File: src/sv/arlp_pkg.sv
// Shared types for the adjacent range link point block.
`default_nettype none

package arlp_pkg;

	localparam int CHIP_W  = 8;
	localparam int POS_W   = 6;
	localparam int COUNT_W = 7;
	localparam int COORD_W = 7;
	// Signed working width for bounds: start + count - 1 spans -1..189.
	localparam int BOUND_W = 9;

	typedef struct packed {
		logic [CHIP_W-1:0]  first_chip;
		logic [POS_W-1:0]   first_row;
		logic [POS_W-1:0]   first_col;
		logic [COUNT_W-1:0] first_height;
		logic [COUNT_W-1:0] first_width;
		logic [CHIP_W-1:0]  second_chip;
		logic [POS_W-1:0]   second_row;
		logic [POS_W-1:0]   second_col;
		logic [COUNT_W-1:0] second_height;
		logic [COUNT_W-1:0] second_width;
	} arlp_item_t;

	typedef struct packed {
		logic               connected;
		logic [COORD_W-1:0] near_row;
		logic [COORD_W-1:0] near_col;
		logic [COORD_W-1:0] far_row;
		logic [COORD_W-1:0] far_col;
		logic [CHIP_W-1:0]  link_chip;
		logic               last;
	} arlp_result_t;

endpackage

`default_nettype wire

File: src/sv/adjacent_rect_link_points_top.sv
// Top level: input register, link point logic, result register with one-deep hold.
// The first result passes the input register, then the result register; a second
// result follows in the next cycle.
// Throughput: one transaction per cycle for single results; with two results each,
// the second waits in the hold and the single result port sets the rate.
// busy rises only while a second result waits and another transaction is held.
// Reset (arst_n low) empties all stages at once; no results follow it.
`default_nettype none

module adjacent_rect_link_points_top (
	input  wire logic                         clk,
	input  wire logic                         arst_n,
	input  wire logic                         start,
	output logic                              busy,
	input  wire logic [arlp_pkg::CHIP_W-1:0]  first_chip,
	input  wire logic [arlp_pkg::POS_W-1:0]   first_row,
	input  wire logic [arlp_pkg::POS_W-1:0]   first_col,
	input  wire logic [arlp_pkg::COUNT_W-1:0] first_height,
	input  wire logic [arlp_pkg::COUNT_W-1:0] first_width,
	input  wire logic [arlp_pkg::CHIP_W-1:0]  second_chip,
	input  wire logic [arlp_pkg::POS_W-1:0]   second_row,
	input  wire logic [arlp_pkg::POS_W-1:0]   second_col,
	input  wire logic [arlp_pkg::COUNT_W-1:0] second_height,
	input  wire logic [arlp_pkg::COUNT_W-1:0] second_width,
	output logic                              result_valid,
	output logic                              connected,
	output logic [arlp_pkg::COORD_W-1:0]      near_row,
	output logic [arlp_pkg::COORD_W-1:0]      near_col,
	output logic [arlp_pkg::COORD_W-1:0]      far_row,
	output logic [arlp_pkg::COORD_W-1:0]      far_col,
	output logic [arlp_pkg::CHIP_W-1:0]       link_chip,
	output logic                              last
);
	import arlp_pkg::*;

	arlp_item_t   item_s1;
	logic         valid_s1;
	arlp_result_t res_first, res_second, out_q, pend_q;
	logic         two, out_valid_q, pend_valid_q;
	logic         accept, advance;

	// s1 moves on unless a held second result owns the output next cycle
	assign advance = !pend_valid_q;
	assign busy    = valid_s1 && pend_valid_q;
	assign accept  = start && !busy;

	arlp_link u_link (
		.item       (item_s1),
		.res_first  (res_first),
		.res_second (res_second),
		.two        (two)
	);

	always_ff @(posedge clk or negedge arst_n) begin
		if (!arst_n) begin
			valid_s1     <= 1'b0;
			out_valid_q  <= 1'b0;
			pend_valid_q <= 1'b0;
		end else begin
			if (accept) begin
				valid_s1 <= 1'b1;
			end else if (advance) begin
				valid_s1 <= 1'b0;
			end
			if (pend_valid_q) begin
				out_valid_q  <= 1'b1;
				pend_valid_q <= 1'b0;
			end else begin
				out_valid_q  <= valid_s1;
				pend_valid_q <= valid_s1 && two;
			end
		end
	end

	always_ff @(posedge clk) begin
		if (accept) begin
			item_s1 <= '{first_chip:    first_chip,
			             first_row:     first_row,
			             first_col:     first_col,
			             first_height:  first_height,
			             first_width:   first_width,
			             second_chip:   second_chip,
			             second_row:    second_row,
			             second_col:    second_col,
			             second_height: second_height,
			             second_width:  second_width};
		end
		if (pend_valid_q) begin
			out_q <= pend_q;
		end else begin
			out_q  <= res_first;
			pend_q <= res_second;
		end
	end

	assign result_valid = out_valid_q;
	assign connected    = out_q.connected;
	assign near_row     = out_q.near_row;
	assign near_col     = out_q.near_col;
	assign far_row      = out_q.far_row;
	assign far_col      = out_q.far_col;
	assign link_chip    = out_q.link_chip;
	assign last         = out_q.last;

endmodule

`default_nettype wire

File: src/sv/arlp_link.sv
// Abutment test and link point selection for one pair of core ranges.
`default_nettype none

module arlp_link (
	input  arlp_pkg::arlp_item_t   item,
	output arlp_pkg::arlp_result_t res_first,
	output arlp_pkg::arlp_result_t res_second,
	output logic                   two
);
	import arlp_pkg::*;

	logic signed [BOUND_W-1:0] top1, left1, bot1, right1;
	logic signed [BOUND_W-1:0] top2, left2, bot2, right2;
	logic signed [BOUND_W-1:0] nfix, ffix, lo, hi;
	logic c_below, c_above, c_right, c_left;
	logic horiz, abut, overlap, connected;
	arlp_result_t none_res, pair_lo, pair_hi;

	always_comb begin
		top1   = $signed({3'b000, item.first_row});
		left1  = $signed({3'b000, item.first_col});
		top2   = $signed({3'b000, item.second_row});
		left2  = $signed({3'b000, item.second_col});
		bot1   = top1 + $signed({2'b00, item.first_height}) - 9'sd1;
		right1 = left1 + $signed({2'b00, item.first_width}) - 9'sd1;
		bot2   = top2 + $signed({2'b00, item.second_height}) - 9'sd1;
		right2 = left2 + $signed({2'b00, item.second_width}) - 9'sd1;

		c_below = (top1 - 9'sd1) == bot2;
		c_above = (top2 - 9'sd1) == bot1;
		c_right = (left1 - 9'sd1) == right2;
		c_left  = (left2 - 9'sd1) == right1;

		abut  = c_below || c_above || c_right || c_left;
		horiz = c_below || c_above;

		// first matching side wins
		if (c_below) begin
			nfix = top1;
			ffix = bot2;
		end else if (c_above) begin
			nfix = bot1;
			ffix = top2;
		end else if (c_right) begin
			nfix = left1;
			ffix = right2;
		end else begin
			nfix = right1;
			ffix = left2;
		end

		if (horiz) begin
			overlap = !(left1 > right2 || left2 > right1);
			lo      = (left1 > left2) ? left1 : left2;
			hi      = (right1 < right2) ? right1 : right2;
		end else begin
			overlap = !(bot1 < top2 || bot2 < top1);
			lo      = (top1 > top2) ? top1 : top2;
			hi      = (bot1 < bot2) ? bot1 : bot2;
		end

		connected = (item.first_chip == item.second_chip) && abut && overlap;
		two       = connected && (lo != hi);

		none_res      = '0;
		none_res.last = 1'b1;

		pair_lo.connected = 1'b1;
		pair_lo.link_chip = item.first_chip;
		pair_lo.last      = !two;
		pair_hi.connected = 1'b1;
		pair_hi.link_chip = item.first_chip;
		pair_hi.last      = 1'b1;
		if (horiz) begin
			pair_lo.near_row = nfix[COORD_W-1:0];
			pair_lo.near_col = lo[COORD_W-1:0];
			pair_lo.far_row  = ffix[COORD_W-1:0];
			pair_lo.far_col  = lo[COORD_W-1:0];
			pair_hi.near_row = nfix[COORD_W-1:0];
			pair_hi.near_col = hi[COORD_W-1:0];
			pair_hi.far_row  = ffix[COORD_W-1:0];
			pair_hi.far_col  = hi[COORD_W-1:0];
		end else begin
			pair_lo.near_row = lo[COORD_W-1:0];
			pair_lo.near_col = nfix[COORD_W-1:0];
			pair_lo.far_row  = lo[COORD_W-1:0];
			pair_lo.far_col  = ffix[COORD_W-1:0];
			pair_hi.near_row = hi[COORD_W-1:0];
			pair_hi.near_col = nfix[COORD_W-1:0];
			pair_hi.far_row  = hi[COORD_W-1:0];
			pair_hi.far_col  = ffix[COORD_W-1:0];
		end

		res_first  = connected ? pair_lo : none_res;
		res_second = pair_hi;
	end

endmodule

`default_nettype wire

File: config.mk
export PLATFORM = sky130hd
export DESIGN_NAME = adjacent_rect_link_points_top
export DESIGN_NICKNAME = d
export VERILOG_FILES = /design/src/sv/arlp_pkg.sv /design/src/sv/adjacent_rect_link_points_top.sv /design/src/sv/arlp_link.sv
export SDC_FILE = /design/constraint.sdc
export NUM_CORES = 1
export LEC_CHECK = 0
export ABC_AREA = 1
export BUFFER_PORTS_ARGS = -buffer_cell sky130_fd_sc_hd__buf_2
export CAP_MARGIN = 5
export CORE_ASPECT_RATIO = 1.1
export CORE_UTILIZATION = 38
export CTS_CLUSTER_SIZE = 25
export DETAILED_ROUTE_END_ITERATION = 8
export PLACE_DENSITY = 0.58
export SLEW_MARGIN = 20
export SYNTH_ARGS = -nofsm -noshare
export SYNTH_HDL_FRONTEND = slang
export SYNTH_SLANG_ARGS = --single-unit
File: constraint.sdc
create_clock -name clk -period 4 [get_ports clk]
set_clock_uncertainty 0.1 [all_clocks]
set_input_delay 0.2 -clock clk [delete_from_list [all_inputs] [get_ports clk]]
set_output_delay 0.2 -clock clk [all_outputs]
set_load 0.05 [all_outputs]
### After elaboration in Yosys (flattened, before gate mapping)

Cells that the tools add are included.

| storage, ports and cells | value |
|---|---|
| register bits | 145 |
| bits of input ports | 71 |
| word-level logic and storage cells | 90 |
| output and inout bits | 40 |

| cells by class | value |
|---|---|
| multiplexer cells | 21 |
| $add $sub $neg | 12 |
| bitwise operators | 1 |
| magnitude comparators | 8 |
| reduce and logical (&&, ||, !) cells | 16 |
| equality and inequality tests | 7 |

Operator list:

| operator | count |
|---|---|
| $mux W28 | 2 |
| $mux W7 | 6 |
| $mux W38 | 1 |
| $mux W37 | 1 |
| $eq A7 B9 Y1 | 4 |
| $mux W9 | 4 |
| $sub A8 B1 Y9 const B | 4 |
| $add A6 B7 Y8 | 4 |
| $sub A6 B1 Y7 const B | 4 |
| $gt A7 B9 Y1 | 2 |
| $lt A9 B7 Y1 | 2 |
| $lt A9 B9 Y1 | 2 |
| $gt A6 B6 Y1 | 2 |
| $mux W6 | 2 |
| $ne A9 B9 Y1 | 1 |
| $eq A8 B8 Y1 | 1 |
| $logic_and A1 B1 Y1 | 6 |
| $logic_or A1 B1 Y1 | 5 |
| $mux W1 | 5 |
| $logic_not A1 Y1 | 4 |
| $ne A2 B1 Y1 const B | 1 |
| $reduce_or A2 Y1 | 1 |
| $not A1 Y1 | 1 |

### Longest topological paths before layout

Gate-level depths: netlist (run 1).

| logic depth | value |
|---|---|
| word-level depth | 12 |
| mapped depth | 32 |
| mapped depth without buffers | 31 |

### By module

Synthesis (run 1) repeated with hierarchy kept, for this count alone.

| unflattened totals | value |
|---|---|
| cells, all modules | 1,241 |
| area, all modules | 10,005.8 um2 |

By module, submodules not included:

| module | area an instance (um2) | cells an instance | sequential area each (um2) | instances |
|---|---|---|---|---|
| arlp_link | 5,457.7 | 962 | 0.0 | 1 |
| adjacent_rect_link_points_top | 4,548.1 | 279 | 4,018.9 | 1 |

### Least setup slack after synthesis (run 1)

OpenSTA, ideal clock, no wires.

| timing path | value |
|---|---|
| path type | reg2reg |
| start point | register pend_valid_q |
| end point | register item_s1[0] (netlist bit) (enable) |
| stages on the path, launching flop included | 6 |
| data arrival time | 3,918 ps |
| period minus slack after synthesis | 4,512 ps |
| required time | 3,405 ps |
| setup slack | -512 ps |
| buffers on the path | 2 |
| setup time | 495 ps |
| cells stage by stage | dfrtp_1 clkbuf_1 clkbuf_1 nand2_1 inv_1 nor2_1 |

| between the ends | value |
|---|---|
| cells in the longest elaborated chain, start to end | 3 |

RTL lines:

| element | RTL line | source |
|---|---|---|
| start: declaration | adjacent_rect_link_points_top.sv:39 | `logic two, out_valid_q, pend_valid_q;` |
| start signal: assignment | adjacent_rect_link_points_top.sv:70 | `pend_valid_q <= valid_s1 && two;` |
| $logic_and A1 B1 Y1 | adjacent_rect_link_points_top.sv:44 | `assign busy = valid_s1 && pend_valid_q;` |
| named net busy | adjacent_rect_link_points_top.sv:14 | `output logic busy,` |
| $logic_not A1 Y1 | adjacent_rect_link_points_top.sv:45 | `assign accept = start && !busy;` |
| $logic_and A1 B1 Y1 | adjacent_rect_link_points_top.sv:45 |  |
| named net accept | adjacent_rect_link_points_top.sv:40 | `logic accept, advance;` |
| end signal: assignment | adjacent_rect_link_points_top.sv:77 | `item_s1 <= '{first_chip: first_chip,` |
| end: declaration | adjacent_rect_link_points_top.sv:36 | `arlp_item_t item_s1;` |

The timed path passes the listed nets, and every way through them passes these cells.
A chain may end at the register's enable or synchronous reset.

### Final worst setup path (run 1)

| timing path | value |
|---|---|
| start point | register item_s1[15] (netlist bit) |
| end point | register out_q, in the netlist near_row[1] |

| between the ends | value |
|---|---|
| cells in the longest elaborated chain, start to end | 9 |
| elaborated cells between the ends (all ways) | 23 |

RTL lines:

| element | RTL line | source |
|---|---|---|
| $add A6 B7 Y8 | arlp_link.sv:27 | `right2 = left2 + $signed({2'b00, item.second_width}) - 9'sd1;` |
| $sub A8 B1 Y9 | arlp_link.sv:27 |  |
| $gt A7 B9 Y1 / $eq A7 B9 Y1 (equally long branches) | arlp_link.sv:53, arlp_link.sv:31 |  |
| $logic_or A1 B1 Y1 (tied with other cells) | arlp_link.sv:53 | `overlap = !(left1 > right2 \|\| left2 > right1);` |
| $logic_not A1 Y1 (tied with other cells) | arlp_link.sv:53 |  |
| $mux W1 (tied with other cells) | arlp_link.sv:52 | `if (horiz) begin` |
| $logic_and A1 B1 Y1 / $mux W28 (equally long branches) | arlp_link.sv:62, arlp_link.sv:74 |  |
| $mux W38 * | arlp_link.sv:94 | `res_first = connected ? pair_lo : none_res;` |
| $mux W37 * | adjacent_rect_link_points_top.sv:88 | `if (pend_valid_q) begin` |
| end signal: assignment | adjacent_rect_link_points_top.sv:89 | `out_q <= pend_q;` |
| end signal: assignment | adjacent_rect_link_points_top.sv:91 | `out_q <= res_first;` |
| end: declaration | adjacent_rect_link_points_top.sv:38 | `arlp_result_t res_first, res_second, out_q, pend_q;` |

Every way passes the cells marked *; elsewhere a longest branch is shown, timed or not.

==> results.md, run 1 <==
* Status: finished, final reports clean
* Cell accounting for the most synthesized area: edfxtp_1
* CTS max path bufs at 2
* Peak Freq at around 0.26 GHz
* WL/cell at approximately 16 µm
* Max Slew Vio Count at 0
* CTS Buf Count at 17
* Detailed-route via count at 9132
* Minimum clock period at approximately 3900 ps
* Area grow syn2layout at 37.6%
* Startpoint type of the worst setup path: flip-flop
* Initial detailed-routing violation count at 553
* I/O Pins at approximately 110
* Die height at roughly 170 µm
* Data arrival, critical path at ~4200 ps
* Measured slew at the worst slew-check pin at a little under 800 ps
* Core area at 0.0253 mm²
* Critical R2R Launch: item_s1[15]$_DFFE_PP_
* Mapped Area at 0.00979 mm²
* Syn_area_per_cell at 8.18 µm²
* Async S/R FF share, synth at 0.0207
* Crit share post-route at 0.966
* Yosys warning count at 0
* Port bufs at 110
* DRC Markers at 0
* CP Max Fanout at 8
* Antenna diodes at 0
* Full die area at 0.0264 mm²
* Slew Limit Headroom at 0.471
* GP Congestion at 0.908
* Sink Count at 145
* Clock root buffer master: clkbuf_16
* Main synth FF type: edfxtp_1
* Cell variety after synth at 44
* Fin area at about 0.013 mm²
* CTS tree: yes
* Drt pass-1 iters at 7
* First-pass GRT wire length at 46.3 mm
* Die W at 155 µm
* CP max stage cell: edfxtp_1
* Area of the multi-input gates at 0.00534 mm²
* Reg2reg path depth at 22
* Hold crit path type: reg2reg
* Initial antenna violation count at 0
* Net count, final at 1711
* Syn Inst Count at approximately 1200
* Post-DP Area at 0.0117 mm²
* Yosys top cell area share at 0.319
* Skew-Pair Late Insertion Delay at 440 ps
* Worst EP required at 4290 ps
* Gr usage total at 0.232
* FILL cells at approximately 2400
* Final hold violation count at 0
* Yosys reg bits at 145
* Detailed Place HPWL at 23.5 mm
* Initial Util at 0.388
* Final setup fails at 0
* Top-count cell post-synth: nand2_1
* WHS Path Cells at 2
* RSZ-0062 raised after global routing: yes
* Post-synth EDFFs at 104
* Vias in the first global route at 8729
* Clock-pin slew on the worst setup and hold paths at 70 ps
* Largest stage delay, worst path at 420 ps
* Overflow after GRT at 0
* H-tree depth at 4
* CP Class: reg2reg
* Final antenna-violating net count at 0
* CP Capture Type: flip-flop
* Synth area leaders: edfxtp_1 32%, ha_1 14%, nand2_1 13%
* Post-Route WL at 30.0 mm
* Mapped Nets at 1380
* Seq/Total Area, Yosys at 0.404
* Leak at approximately 0.0068 µW
* CP cell instances: inv_2, ha_2, inv_1, ha_2, inv_1, fa_2, xor2_2, buf_4, ha_1, nand4_1, buf_4, nand3b_1, nand2_1, nand3_1, nand3b_1, nand2_1, nand2_2, nor2_4, buf_12, nand2_1, o21ai_2, buf_4
* Register Area at 0.00396 mm²
* Max Cap Viol at 0
* Overall Power at about 6500 µW
* Post-synth top cells: 349 x nand2_1, 177 x inv_1, 108 x ha_1
* Worst setup path startpoint: item_s1[15]$_DFFE_PP_
* Hold_sp: pend_q[9]$_DFFE_PN_
* Share of layout cells above drive strength 1 at 0.260
* Cell area power density at 479 mW/mm²
* Peak VDD IR at 0.285 mV
* Row count at 61
* Largest net degree at the start of global routing at 41
* Vias per inst at 4.84
[critical path, delay by kind of cell, from the launching register on]
kind / cells / cell delay (ps)
fa+ha+maj: 4 / 1130
simple gates: 9 / 1080
buf+inv: 7 / 760
flops: 1 / 420
xor+xnor: 1 / 180
compound gates: 1 / 130
[metrics by stage]
| step | std cells | TNS, ps | worst slack [ps] | utilization | hold WS, ps |
|---|---|---|---|---|---|
| after CTS | 1874 | 0 | 25.7 | 0.517 | 340 |
| final | 1887 | 0 | 135 | 0.533 | 332 |
| after global routing | 1887 | -132 | -51.9 | 0.533 | 358 |
| after floorplan | 1197 | 0 | 404 | - | -196 |
| after detailed placement | 1771 | -13.3 | -13.3 | 0.464 | -98.7 |
| after global placement | 1771 | -30.4 | -30.4 | 0.464 | -102 |
[report_power, final]
part / internal [µW] / switching (µW) / total (µW) / leakage, µW
combinational: 1250 / 1670 / 2920 / 0.00507
clock: 876 / 751 / 1630 / 0.000298
sequential: 1840 / 61.7 / 1900 / 0.00139
[flip-flops by register name, summed over array words and instances (netlist names)]
register and count:
pend_valid_q 1, far_col 7, item_s1 68, pend_q 36, connected 1, near_row 7, result_valid 1, valid_s1 1
last 1, link_chip 8, near_col 7, far_row 7
[repair_timing]
item / CTS / global route
setup buffers: 0 / 12
endpoints found under the setup margin: 3 / 53
hold buffers: 71 / 0
endpoints found under the hold margin: 72 / 0
resized for setup: 3 / 80
gates cloned: 0 / 1
pin swaps: 0 / 32
[final cells by class]
type | count | share of cell area
clock inverter | 14 | 0.0118
inverter | 188 | 0.0527
tap | 346 | 0.0321
sequential | 145 | 0.294
timing repair buffer | 331 | 0.180
clock buffer | 18 | 0.0334
multi-input combinational | 845 | 0.396
[final timing paths]
| kind | end | slack (ps) |
|---|---|---|
| worst min-delay path | far_col[0]$_DFF_P_ | 330 |
| worst max-delay path | near_row[1]$_DFF_P_ | 140 |
| max in group asynchronous | valid_s1$_DFFE_PN0P_ | 3110 |
| min in group asynchronous | result_valid$_DFF_PN0_ | 540 |
| worst max register to register | near_row[1]$_DFF_P_ | 140 |
| worst min register to register | far_col[0]$_DFF_P_ | 330 |
[logic make-up after synthesis]
group / after synthesis / share of synthesized area
fa+ha+maj: 112 / 0.146
flops: 145 / 0.404
simple gates: 558 / 0.251
compound gates: 137 / 0.0793
buf+inv: 208 / 0.0841
xor+xnor: 37 / 0.0354
[routing by layer]
layer,vias to the layer above,share of wire,GRT usage
li1,4636,-,-
met1,4193,0.46,0.310
met2,260,0.47,0.387
met3,43,0.045,0.0295
met4,0,0.021,0.0788
met5,-,0,0
[layout by cell type (no fill, tap or decap), drive strengths merged, types with 2 or more instances in the layout]
| cell | instances |
|---|---|
| dfxtp | 38 |
| dlygate4sd3 | 71 |
| xor2 | 22 |
| fa | 4 |
| ha | 108 |
| o311ai | 2 |
| nand3 | 109 |
| clkinv | 6 |
| dfrtp | 3 |
| o31ai | 2 |
| clkbuf | 18 |
| nor2 | 44 |
| nand3b | 8 |
| o21bai | 2 |
| o21ai | 58 |
| o22ai | 11 |
| inv | 195 |
| a22oi | 2 |
| buf | 260 |
| o211ai | 12 |
| o221ai | 4 |
| nand4 | 19 |
| edfxtp | 104 |
| xnor2 | 15 |
| nor3 | 8 |
| or2 | 6 |
| nand2 | 364 |
| a21oi | 43 |
Note: power is estimated with default switching activity, not from simulation.
==> inputs of run 2 (changes only) <==
--- a/config.mk
+++ b/config.mk
@@ -12,7 +12,7 @@
 export CORE_UTILIZATION = 38
 export CTS_CLUSTER_SIZE = 25
 export DETAILED_ROUTE_END_ITERATION = 8
-export PLACE_DENSITY = 0.58
+export PLACE_DENSITY = 0.56
 export SLEW_MARGIN = 20
 export SYNTH_ARGS = -nofsm -noshare
 export SYNTH_HDL_FRONTEND = slang
==> constraint.sdc (replaced) <==
create_clock -name clk -period 4.2 [get_ports clk]
set_clock_uncertainty 0.1 [all_clocks]
set_input_delay 0.84 -clock clk [delete_from_list [all_inputs] [get_ports clk]]
set_output_delay 0.84 -clock clk [all_outputs]
set_load 0.05 [all_outputs]
==> run 2 against run 1 <==
Register-to-register slack improved by 80 ps. Wire length fell by 5.5%. Final area fell by 9.6%. Non-clock buffer count fell by 115. Clock power fell by 7%. Critical endpoint unchanged.
==> results.md, run 2 (synthesis gave the netlist of run 1 again) <==
* Status: finished, final reports clean
* Sink Count at 145
* First-pass GRT wire length at 44.3 mm
* CP max stage cell: fa_1
* Hold crit path type: in2async
* Minimum clock period at about 4000 ps
* FILL cells at 2495
* Largest register FFs at 68
* Detailed Place HPWL at 22.6 mm
* CTS max path bufs at 2
* Most flop-heavy register: item_s1
* Final hold violation count at 0
* Most frequent cells in the layout: 346 x nand2_1, 171 x inv_1, 110 x buf_2
* Commonest non-fill, non-tap cell in the layout: nand2_1
* Peak VDD IR at between 0.2 and 0.25 mV
* Final setup fails at 0
* Hold Slack at 94.4 ps
* Skew-Pair Late Insertion Delay at 430 ps
* Largest stage delay, worst path at ~700 ps
* Initial Util at 0.388
* Share of layout cells above drive strength 1 at 0.224
* Reg2reg path depth at 20
* CTS Buf Count at 17
* Slew Limit Headroom at 0.408
* Full die area at approximately 0.026 mm²
* GP Congestion at 0.943
* Critical R2R Launch: item_s1[15]$_DFFE_PP_
* Largest net degree at the start of global routing at 42
* Die height at 170 µm
* Measured slew at the worst slew-check pin at 887 ps
* Initial detailed-routing violation count at 571
* Overflow after GRT at 0
* CTS Hold Buffers Added at 0
* CP Class: reg2reg
* Final antenna-violating net count at 0
* Worst EP required at 4430 ps
* Antenna diodes at 0
* CP bufs+invs at 4
* CP cell instances: inv_1, ha_2, inv_1, ha_1, inv_1, fa_1, ha_1, a21oi_1, o221ai_1, a21oi_1, nor2_1, nand2_1, nand3_1, nand3b_1, nand2_1, nand2_2, nor2_4, buf_12, nand2_1, o21ai_0
* Final WS setup at 212 ps
* Critical path's top delay family: adder cells
* Area of the multi-input gates at 0.00513 mm²
* CTS tree: yes
* Die W at 155 µm
* Port bufs at 110
* Initial antenna violation count at 0
* Startpoint type of the worst setup path: flip-flop
* Post-Route WL at between 20 and 30 mm
* Detailed-route via count at a little under 9000
* H-tree depth at 4
* Net count, final at 1596
* Core area at ~0.025 mm²
* Leak at 0.00619 µW
* Worst setup path startpoint: item_s1[15]$_DFFE_PP_
* Vias per inst at 4.93
* Data arrival, critical path at 4210 ps
* DRC Markers at 0
* CP Max Fanout at 13
* Area grow syn2layout at 24.4%
* Vias in the first global route at roughly 8300
* WL/cell at roughly 16 µm
* Crit share post-route at 0.950
* Drt pass-1 iters at 5
* Peak Freq at 0.251 GHz
* Gr usage total at 0.221
* Register Area at 0.00396 mm²
* Setup WS pre-CTS at -288 ps
* RSZ-0062 raised after global routing: yes
* Flop2flop setup slack at 210 ps
* CP Capture Type: flip-flop
* Clock-pin slew on the worst setup and hold paths at 70 ps
* I/O Pins at 111
* Clock root buffer master: clkbuf_16
* Max Slew Vio Count at 0
* Max Cap Viol at 0
* Row count at 61
* Cell area power density at 470 mW/mm²
* FF-to-FF End: near_row[1]$_DFF_P_
[run 2: power by group]
part           internal, µW  switching (µW)  total (µW)
combinational           946            1460        2400
sequential             1750            62.8        1820
clock                   820             688        1510
[run 2: worst reg2reg max path, delay by kind of cell (launching register included)]
family                     cells  cell delay, ps
AOI/OAI and AO/OA              4             700
adders and majority gates      4            1450
buffers and inverters          4             380
DFF                            1             410
and+or+nand+nor                8             850
[run 2: cell type report]
cell class	count	area share
tap	346	0.0355
clock inverter	14	0.0109
inverter	188	0.0579
clock buffer	18	0.0370
sequential	145	0.325
timing repair buffer	216	0.113
multi-input combinational	845	0.421
[run 2: timing repair]
item | CTS | global route
gates resized for setup | 5 | 27
endpoints found under the setup margin | 10 | 49
buffers inserted | 1 | 5
pin swaps | 0 | 6
cloned | 0 | 1
[run 2: per-layer routing]
metal  vias to the layer above  GRT usage  wire (µm)
met2                       316      0.359      12900
met4                         0     0.0783        806
met3                        49     0.0435       1750
li1                       4401          -          -
met5                         -          0          0
met1                      3964      0.292      12900
[run 2: worst max-delay path by stage]
stage                                  end  slack (ps)  depth (start not counted)
global placement    pend_valid_q$_DFF_PN0_        -290                         30
finish                 near_row[1]$_DFF_P_         210                         20
floorplan           pend_valid_q$_DFF_PN0_         600                         30
detailed placement  pend_valid_q$_DFF_PN0_        -290                         29
CTS                     far_row[2]$_DFF_P_          10                         24
global route        pend_valid_q$_DFF_PN0_         -30                         27
[run 2: stage by stage]
stage | util | cell area [µm²] | setup TNS (ps) | power, µW | cells
after floorplan | - | 9800 | 0 | 3330 | 1197
after global placement | 0.453 | 11400 | -1230 | 4090 | 1733
after detailed placement | 0.453 | 11400 | -987 | 4120 | 1733
after CTS | 0.477 | 12100 | 0 | 5660 | 1766
after global routing | 0.482 | 12200 | -26.0 | 6130 | 1772
final | 0.482 | 12200 | 0 | 5730 | 1772
